### src/hw/rtl/atpr_pkg.sv
// Shared constants, types and functions for the accelerometer tilt block.
`timescale 1ns / 1ps
package atpr_pkg;
	localparam int CordicStepsDef = 16;
	localparam int AngleFracDef = 7;
	localparam int AxisW = 16;
	localparam int CorrW = 17;
	localparam int PitchW = 15;
	localparam int RollW = 16;
	// CORDIC datapath: corrected axis (17b) times 2^12, grown by the gain and by
	// the pass-one magnitude feeding pass two.
	localparam int DataW = 34;
	localparam int AccW = 26;
	localparam int AccFrac = 16;
	localparam int TableLen = 24;
	localparam int InvGain = 39797;
	localparam int Deg90Acc = 5898240;

	typedef enum logic {
		CMD_MEASURE = 1'b0,
		CMD_CALIBRATE = 1'b1
	} cmd_t;

	function automatic logic [AccW-1:0] atan_entry(input logic [4:0] idx);
		logic [AccW-1:0] v;
		case (idx)
			5'd0: v = AccW'(2949120);
			5'd1: v = AccW'(1740967);
			5'd2: v = AccW'(919879);
			5'd3: v = AccW'(466945);
			5'd4: v = AccW'(234379);
			5'd5: v = AccW'(117304);
			5'd6: v = AccW'(58666);
			5'd7: v = AccW'(29335);
			5'd8: v = AccW'(14668);
			5'd9: v = AccW'(7334);
			5'd10: v = AccW'(3667);
			5'd11: v = AccW'(1833);
			5'd12: v = AccW'(917);
			5'd13: v = AccW'(458);
			5'd14: v = AccW'(229);
			5'd15: v = AccW'(115);
			5'd16: v = AccW'(57);
			5'd17: v = AccW'(29);
			5'd18: v = AccW'(14);
			5'd19: v = AccW'(7);
			5'd20: v = AccW'(4);
			5'd21: v = AccW'(2);
			5'd22: v = AccW'(1);
			default: v = '0;
		endcase
		return v;
	endfunction
endpackage

### src/hw/rtl/accel_tilt_pitch_roll.sv
// Top level of the accelerometer tilt block: offsets, sequencing, output register.
// Usage: one input beat carries cmd and three raw 16-bit samples on a valid/ready
// channel. A calibrate beat stores the samples as offsets and returns nothing;
// the block is ready again on the next cycle. A measure beat yields one output
// beat with the corrected axes, pitch and roll in 1/2^ANGLE_FRACTION_BITS degree.
// A measure beat passes through the roll CORDIC pass, a serial gain multiply,
// the pitch CORDIC pass and a rounding step into the output register; the roll
// and pitch passes share the one iterative CORDIC unit. One item is computed at
// a time; the finished result sits in the output register. While the receiver
// stalls, the next beat is still taken and computed, then it waits in the final
// state until the output register frees, and no further beat is taken meanwhile.
// Reset clears the offsets to zero and empties the block.
`timescale 1ns / 1ps
module accel_tilt_pitch_roll import atpr_pkg::*; #(
	parameter int CORDIC_STEPS = CordicStepsDef,
	parameter int ANGLE_FRACTION_BITS = AngleFracDef
) (
	input  logic                     clk,
	input  logic                     arst_n,
	input  logic                     in_valid,
	output logic                     in_ready,
	input  logic                     cmd,
	input  logic signed [AxisW-1:0]  accel_x,
	input  logic signed [AxisW-1:0]  accel_y,
	input  logic signed [AxisW-1:0]  accel_z,
	output logic                     out_valid,
	input  logic                     out_ready,
	output logic signed [CorrW-1:0]  corr_x,
	output logic signed [CorrW-1:0]  corr_y,
	output logic signed [CorrW-1:0]  corr_z,
	output logic signed [PitchW-1:0] pitch_angle,
	output logic signed [RollW-1:0]  roll_angle
);
	localparam int Shift = AccFrac - ANGLE_FRACTION_BITS;
	localparam int PitchLim = 90 * (2 ** ANGLE_FRACTION_BITS);
	localparam int RollLim = 180 * (2 ** ANGLE_FRACTION_BITS);

	typedef enum logic [2:0] {
		ST_IDLE, ST_ROLL, ST_GAIN, ST_PITCH, ST_OUT
	} state_t;

	state_t state_q;
	logic signed [AxisW-1:0] off_x_q, off_y_q, off_z_q;
	logic signed [CorrW-1:0] cx_q, cy_q, cz_q;
	logic signed [AccW-1:0] roll_acc_q;
	logic cstart, cdone, gstart, gdone;
	logic signed [DataW-1:0] cx_in, cy_in, cmag, gscaled;
	logic signed [AccW-1:0] cang;
	logic accept;
	logic out_load;
	logic signed [AccW-1:0] pr, rr;
	logic start_q;

	assign accept = in_valid && in_ready;
	assign in_ready = (state_q == ST_IDLE);
	assign out_load = (state_q == ST_OUT) && (!out_valid || out_ready);

	always_comb begin
		if (state_q == ST_ROLL) begin
			cx_in = DataW'(cz_q) <<< 12;
			cy_in = -(DataW'(cx_q) <<< 12);
		end else begin
			cx_in = gscaled;
			cy_in = DataW'(cy_q) <<< 12;
		end
	end

	atpr_cordic #(.CORDIC_STEPS(CORDIC_STEPS)) u_cordic (
		.clk, .arst_n, .start(cstart), .x_in(cx_in), .y_in(cy_in),
		.done(cdone), .mag(cmag), .angle(cang)
	);
	atpr_gain u_gain (
		.clk, .arst_n, .start(gstart), .mag(cmag), .done(gdone), .scaled(gscaled)
	);

	assign gstart = (state_q == ST_ROLL) && cdone;

	// Angle rounding: add half an output LSB, then arithmetic shift.
	assign pr = (cang + AccW'(2 ** (Shift - 1))) >>> Shift;
	assign rr = (roll_acc_q + AccW'(2 ** (Shift - 1))) >>> Shift;

	assign cstart = start_q;

	always_ff @(posedge clk or negedge arst_n) begin
		if (!arst_n) begin
			state_q <= ST_IDLE;
			off_x_q <= '0; off_y_q <= '0; off_z_q <= '0;
			cx_q <= '0; cy_q <= '0; cz_q <= '0;
			out_valid <= 1'b0;
			start_q <= 1'b0;
		end else begin
			start_q <= (accept && (cmd == CMD_MEASURE)) || ((state_q == ST_GAIN) && gdone);
			if (out_load) out_valid <= 1'b1;
			else if (out_ready) out_valid <= 1'b0;
			case (state_q)
				ST_IDLE: begin
					if (accept) begin
						if (cmd == CMD_CALIBRATE) begin
							off_x_q <= accel_x; off_y_q <= accel_y; off_z_q <= accel_z;
						end else begin
							cx_q <= CorrW'(accel_x) - CorrW'(off_x_q);
							cy_q <= CorrW'(accel_y) - CorrW'(off_y_q);
							cz_q <= CorrW'(accel_z) - CorrW'(off_z_q);
							state_q <= ST_ROLL;
						end
					end
				end
				ST_ROLL: if (cdone) begin
					roll_acc_q <= cang;
					state_q <= ST_GAIN;
				end
				ST_GAIN: if (gdone) state_q <= ST_PITCH;
				ST_PITCH: if (cdone && !start_q) state_q <= ST_OUT;
				ST_OUT: if (out_load) begin
					corr_x <= cx_q;
					corr_y <= cy_q;
					corr_z <= cz_q;
					if (pr > AccW'(PitchLim)) pitch_angle <= PitchW'(PitchLim);
					else if (pr < -AccW'(PitchLim)) pitch_angle <= PitchW'(-PitchLim);
					else pitch_angle <= PitchW'(pr);
					if (rr > AccW'(RollLim)) roll_angle <= RollW'(RollLim);
					else if (rr < -AccW'(RollLim)) roll_angle <= RollW'(-RollLim);
					else roll_angle <= RollW'(rr);
					state_q <= ST_IDLE;
				end
				default: state_q <= ST_IDLE;
			endcase
		end
	end

	a_no_accept_busy: assert property (@(posedge clk) disable iff (!arst_n)
		(state_q != ST_IDLE) |-> !in_ready) else $error("input taken while busy");
	a_out_from_seq: assert property (@(posedge clk) disable iff (!arst_n)
		$rose(out_valid) |-> $past(state_q == ST_OUT)) else $error("stray output beat");
	a_gain_after_roll: assert property (@(posedge clk) disable iff (!arst_n)
		gstart |=> (state_q == ST_GAIN)) else $error("gain step out of order");
endmodule

### src/hw/rtl/atpr_gain.sv
// Bit-serial multiply of the pass-one magnitude by the inverse CORDIC gain.
`timescale 1ns / 1ps
module atpr_gain import atpr_pkg::*; (
	input  logic              clk,
	input  logic              arst_n,
	input  logic              start,
	input  logic [DataW-1:0]  mag,
	output logic              done,
	output logic [DataW-1:0]  scaled
);
	localparam int GainW = 16;
	localparam int ProdW = DataW + GainW;
	localparam logic [GainW-1:0] Gain = GainW'(InvGain);

	logic [ProdW-1:0] prod_q;
	logic [ProdW-1:0] mcand_q;
	logic [GainW-1:0] mplier_q;
	logic [4:0] cnt_q;
	logic busy_q;
	logic [ProdW-1:0] rounded;

	// The magnitude is never negative, so plain unsigned shift-add suffices.
	always_ff @(posedge clk or negedge arst_n) begin
		if (!arst_n) begin
			busy_q <= 1'b0;
			done <= 1'b0;
			cnt_q <= '0;
		end else begin
			done <= busy_q && !start && (cnt_q == 5'(GainW - 1));
			if (start) begin
				busy_q <= 1'b1;
				cnt_q <= '0;
				prod_q <= '0;
				mcand_q <= ProdW'(mag);
				mplier_q <= Gain;
			end else if (busy_q) begin
				if (mplier_q[0]) prod_q <= prod_q + mcand_q;
				mcand_q <= mcand_q << 1;
				mplier_q <= mplier_q >> 1;
				cnt_q <= cnt_q + 5'd1;
				if (cnt_q == 5'(GainW - 1)) begin
					busy_q <= 1'b0;
				end
			end
		end
	end

	assign rounded = prod_q + ProdW'(32768);
	assign scaled = rounded[DataW+15:16];
endmodule

### src/hw/rtl/atpr_cordic.sv
// Iterative CORDIC vectoring unit, one micro-rotation per cycle.
`timescale 1ns / 1ps
module atpr_cordic import atpr_pkg::*; #(
	parameter int CORDIC_STEPS = CordicStepsDef
) (
	input  logic                    clk,
	input  logic                    arst_n,
	input  logic                    start,
	input  logic signed [DataW-1:0] x_in,
	input  logic signed [DataW-1:0] y_in,
	output logic                    done,
	output logic signed [DataW-1:0] mag,
	output logic signed [AccW-1:0]  angle
);
	localparam int Steps = (CORDIC_STEPS > TableLen) ? TableLen : CORDIC_STEPS;

	logic signed [DataW-1:0] x_q, y_q;
	logic signed [AccW-1:0] acc_q;
	logic [4:0] i_q;
	logic busy_q;
	logic signed [DataW-1:0] dx, dy;
	logic signed [AccW-1:0] ang;

	assign dx = y_q >>> i_q;
	assign dy = x_q >>> i_q;
	assign ang = $signed(atan_entry(i_q));

	always_ff @(posedge clk or negedge arst_n) begin
		if (!arst_n) begin
			busy_q <= 1'b0;
			done <= 1'b0;
			i_q <= '0;
		end else begin
			// A zero vector finishes at once; otherwise done follows the last step.
			done <= start ? (x_in == '0 && y_in == '0) : (busy_q && i_q == 5'(Steps - 1));
			if (start) begin
				i_q <= '0;
				if (x_in == '0 && y_in == '0) begin
					x_q <= '0; y_q <= '0; acc_q <= '0;
				end else begin
					busy_q <= 1'b1;
					if (x_in < 0 && y_in >= 0) begin
						x_q <= y_in; y_q <= -x_in; acc_q <= AccW'(Deg90Acc);
					end else if (x_in < 0) begin
						x_q <= -y_in; y_q <= x_in; acc_q <= -AccW'(Deg90Acc);
					end else begin
						x_q <= x_in; y_q <= y_in; acc_q <= '0;
					end
				end
			end else if (busy_q) begin
				if (y_q >= 0) begin
					x_q <= x_q + dx; y_q <= y_q - dy; acc_q <= acc_q + ang;
				end else begin
					x_q <= x_q - dx; y_q <= y_q + dy; acc_q <= acc_q - ang;
				end
				i_q <= i_q + 5'd1;
				if (i_q == 5'(Steps - 1)) begin
					busy_q <= 1'b0;
				end
			end
		end
	end

	assign mag = x_q;
	assign angle = acc_q;
endmodule

### config.mk
export PLATFORM = sky130hd
export DESIGN_NAME = accel_tilt_pitch_roll
export DESIGN_NICKNAME = d
export VERILOG_FILES = /design/src/hw/rtl/atpr_pkg.sv /design/src/hw/rtl/accel_tilt_pitch_roll.sv /design/src/hw/rtl/atpr_gain.sv /design/src/hw/rtl/atpr_cordic.sv
export SDC_FILE = /design/constraint.sdc
export NUM_CORES = 2
export LEC_CHECK = 0
export BUFFER_PORTS_ARGS = -buffer_cell sky130_fd_sc_hd__buf_2
export CAP_MARGIN = 20
export CORE_UTILIZATION = 45
export CTS_CLUSTER_DIAMETER = 120
export CTS_CLUSTER_SIZE = 25
export DETAILED_ROUTE_END_ITERATION = 10
export SYNTH_ARGS = -nofsm -noshare
export SYNTH_HDL_FRONTEND = slang
export SYNTH_SLANG_ARGS = --single-unit
### constraint.sdc
create_clock -name clk -period 7.1 [get_ports clk]
set_clock_uncertainty 0.1 [all_clocks]
set_input_delay 0.355 -clock clk [delete_from_list [all_inputs] [get_ports clk]]
set_output_delay 0.355 -clock clk [all_outputs]
set_load 0.01 [all_outputs]
==> results summary <==
The flow ran to the end, and the final reports show no timing, DRC or antenna violations. After synthesis, the mean cell area works out to 9.10 um2. Across every metal layer, demand over resource in global routing totals 0.283. Yosys mapped a number of flops with a built-in enable equal to 310. STA classifies the critical path startpoint as a register. The final cycle utilization of the critical path is 0.956. The library cells used most frequently in the layout, excluding fill and tap cells, are 475 x nand2_1, 326 x nor2_1, 310 x edfxtp_1. Based on the critical path, the design can be clocked at up to 147 MHz. The maximum root-to-sink buffer count came out at 3.

By area, the combinational part of the netlist is dominated by compound AO/OA/AOI/OAI gates. The path class of the lowest-slack min-delay path is in -> async. The die outline area is 0.0813 mm2. The portion of netlist area occupied by mux cells came out at 0.105. The simple-gate share of the synthesized area came out at 0.173. The setup TNS is 0 ns. The required time of the critical path came out at between 7 and 8 ns. The final number of max-transition violations came to 0. The number of remaining DRC errors is 0. The deepest level of the CTS H-tree came out at 1.

The net count of the mapped netlist came out at between 4k and 5k. The proportion of register bits with asynchronous set or reset after synthesis came out at 0.276. The via count of the first global-routing pass is 29.7k. The total number of yosys warnings is 0. The horizontal extent of the die is 285 um. The share of the Yosys chip area taken by registers is 0.340.

In this run the worst path has a maximum fanout of 34. The fraction of the mapped netlist area in compound gates is 0.187. The floorplan has 103 rows. The placeable core region is 0.0791 mm2. The count of unique library cells instantiated by Yosys came out at 94.

In this run, synthesis produced a sequential element count of approximately 430. The most common library cell in the layout ignoring fill and taps is nand2_1. The layout overhead on the synthesized area came out at 9.12%. The number of search-and-repair iterations in the first detailed-routing pass is 6. The residual antenna-violating net count after detailed routing is 0. The maximum number of pins on one net before global-route repair is 105.

Of the cells placed in the final design, the portion with a size suffix greater than 1 is 0.121. The capturing element type of the critical path is a register. The weighted congestion at the end of routability-driven global placement came out at between 0.9 and 1.

TritonCTS built the clock tree. The initial utilization of the core area, before any placement, comes to 0.456. The total number of nets in the final design came out at 4330. The transition time at the pin with the least slew margin is between 1 and 1.5 ns. The via density per instance is 6.19. The adder and majority cell fraction of the synthesized area is 0.0767. The total half-perimeter wirelength after legalization and detailed placement is between 80000 and 90000 um. The total count of hold-check failures in the final report came out at 0.

The aggregate routed wire length came out at around 120000 um. The clock reaches the later pin of the worst-skew pair after 0.61 ns. The XOR/XNOR share of the synthesized area came out at 0.0775.

The total clock buffers created by CTS came out at 23. The wire length per cell is 23.0 um. The initial antenna violation count is 1. The post-synth design cell area came out at 0.0361 mm2. The first routing iteration left 3401 violations.

The filler cell count is 7559. The worst slew slack as a fraction of its limit is 0.203. The total overflow left after global routing is 0. The critical setup path kind is reg -> reg. The most used flip-flop cell after synthesis is edfxtp_1. Across the run, the number of max-cap violations was 0. The number of top-level pins came out at about 140. The die is 285 um tall.

The total number of vias came out at 31.7k. The register clock-pin slew on the reported worst setup and hold paths is 0.12 ns. The tree is rooted in a clkbuf_16.

During placement, the flow inserted port buffers numbering 136. The cell count after synthesis is between 3k and 4k. The shortest period the worst path allows is 6.79 ns. The total number of clock tree sinks is 428.

Data on the critical path arrives at its endpoint at between 7 and 8 ns. The total setup violations reported at the end of the flow came out at 0. The global-route wire length before repair came out at 180000 um. Setup repair after global routing left no endpoint under its margin.
## synth_stat cells, types with 30 or more instances
cell / instances / area (um2)
nand4_1: 49 / 307
xor2_1: 134 / 1170
nor2_1: 327 / 1230
buf_1: 37 / 139
a21oi_1: 258 / 1290
mux2i_1: 98 / 981
inv_1: 142 / 533
a31oi_1: 41 / 257
xnor2_1: 185 / 1620
nand2b_1: 40 / 250
o21ai_0: 246 / 1230
edfxtp_1: 310 / 9310
nand3_1: 131 / 656
nor3_1: 71 / 355
a21o_1: 87 / 653
nand2_1: 477 / 1790
and3_1: 44 / 275
dfrtp_1: 118 / 2950
o21a_1: 30 / 225
nor2b_1: 40 / 250
mux2_2: 70 / 788
ha_1: 209 / 2620
o22ai_1: 52 / 325
mux4_2: 89 / 2000
clkbuf_1: 142 / 533
a211oi_1: 41 / 308
o31ai_1: 48 / 360
## flip-flops by register name, summed over array words and instances (netlist names), 15 cells and up
signal,cells
u_gain.mcand_q,50
u_gain.prod_q,50
u_cordic.mag,34
u_cordic.y_q,34
u_cordic.angle,26
roll_acc_q,18
corr_x,17
corr_y,17
corr_z,17
cx_q,17
cy_q,17
cz_q,17
off_x_q,16
off_y_q,16
off_z_q,16
roll_angle,16
u_gain.mplier_q,16
pitch_angle,15
## worst paths after layout
kind | cells past startpoint | start | slack (ns) | to
worst max register to register | 21 | u_cordic.i_q[1] | 0.31 | u_cordic.mag[32]
worst max-delay path | 21 | u_cordic.i_q[1] | 0.31 | u_cordic.mag[32]
worst min-delay path | 2 | arst_n | 0.15 | cz_q[10]
min in group clk | 5 | in_valid | 0.37 | off_y_q[0]
worst min register to register | 0 | cz_q[1] | 0.37 | corr_z[1]
max in group asynchronous | 4 | arst_n | 4.89 | off_y_q[10]
## layout make-up
cell class / instances / area [um2] / share of cell area
antenna: 1 / 2.50 / 0.0000636
timing repair buffer: 285 / 2080 / 0.0529
clock buffer: 35 / 621 / 0.0158
clock inverter: 7 / 90.1 / 0.00229
multi-input combinational: 3178 / 22400 / 0.570
tap: 1050 / 1310 / 0.0334
inverter: 145 / 544 / 0.0138
sequential: 428 / 12300 / 0.312
## layer usage
layer | global-route usage | routed length [um] | vias up | share of wire
li1 | - | - | 14900 | -
met1 | 0.414 | 53600 | 15400 | 0.45
met2 | 0.440 | 52600 | 1227 | 0.45
met3 | 0.0340 | 8460 | 197 | 0.072
met4 | 0.0739 | 3260 | 2 | 0.028
met5 | 0 | 13 | - | 0.00011
## cells by family (layout without fill, tap and decap cells)
kind of cell    count (synthesis)  count (layout)
simple gates                 1334            1334
flops                         428             428
buf+inv                       356             472
other cells                     0               1
fa+ha+maj                     217             217
mux                           259             259
xor+xnor                      319             319
compound gates               1049            1049
## timing repair
action / 4_1_cts / 5_1_grt
buffers inserted: 0 / 6
endpoints found under the setup margin: 0 / 7
gates resized for setup: 0 / 0
hold buffers: 50 / 0
hold endpoints to repair: 87 / 0
## critical path: stages (launching register included)
cell,delay [ns]
dfrtp_4,0.76
buf_12,0.31
mux4_2,0.54
mux2i_1,0.19
o22ai_1,0.12
a211oi_2,0.40
nand3_1,0.26
or4_1,0.54
o21ai_0,0.21
xor2_1,0.43
ha_1,0.37
and3_1,0.25
a221oi_1,0.23
o21ai_0,0.19
a22o_1,0.29
a41oi_1,0.32
o31a_1,0.24
o21ai_0,0.15
a21o_1,0.20
a21oi_1,0.17
xor2_1,0.15
o21ai_0,0.09
## per-stage QoR
step	setup slack [ns]	hold WS, ns	cell area [um2]	instances	utilization
floorplan	0.434	-0.0406	36100	3962	-
global placement	0.388	0.196	38000	5029	0.481
detailed placement	0.302	0.199	38000	5029	0.481
CTS	0.290	0.155	39200	5121	0.496
global route	0.0122	0.167	39300	5128	0.497
finish	0.313	0.146	39300	5129	0.497
Power is left out: the tool's default activity adds up to more than one toggle a clock period on the data nets, which glitch-free logic cannot reach.
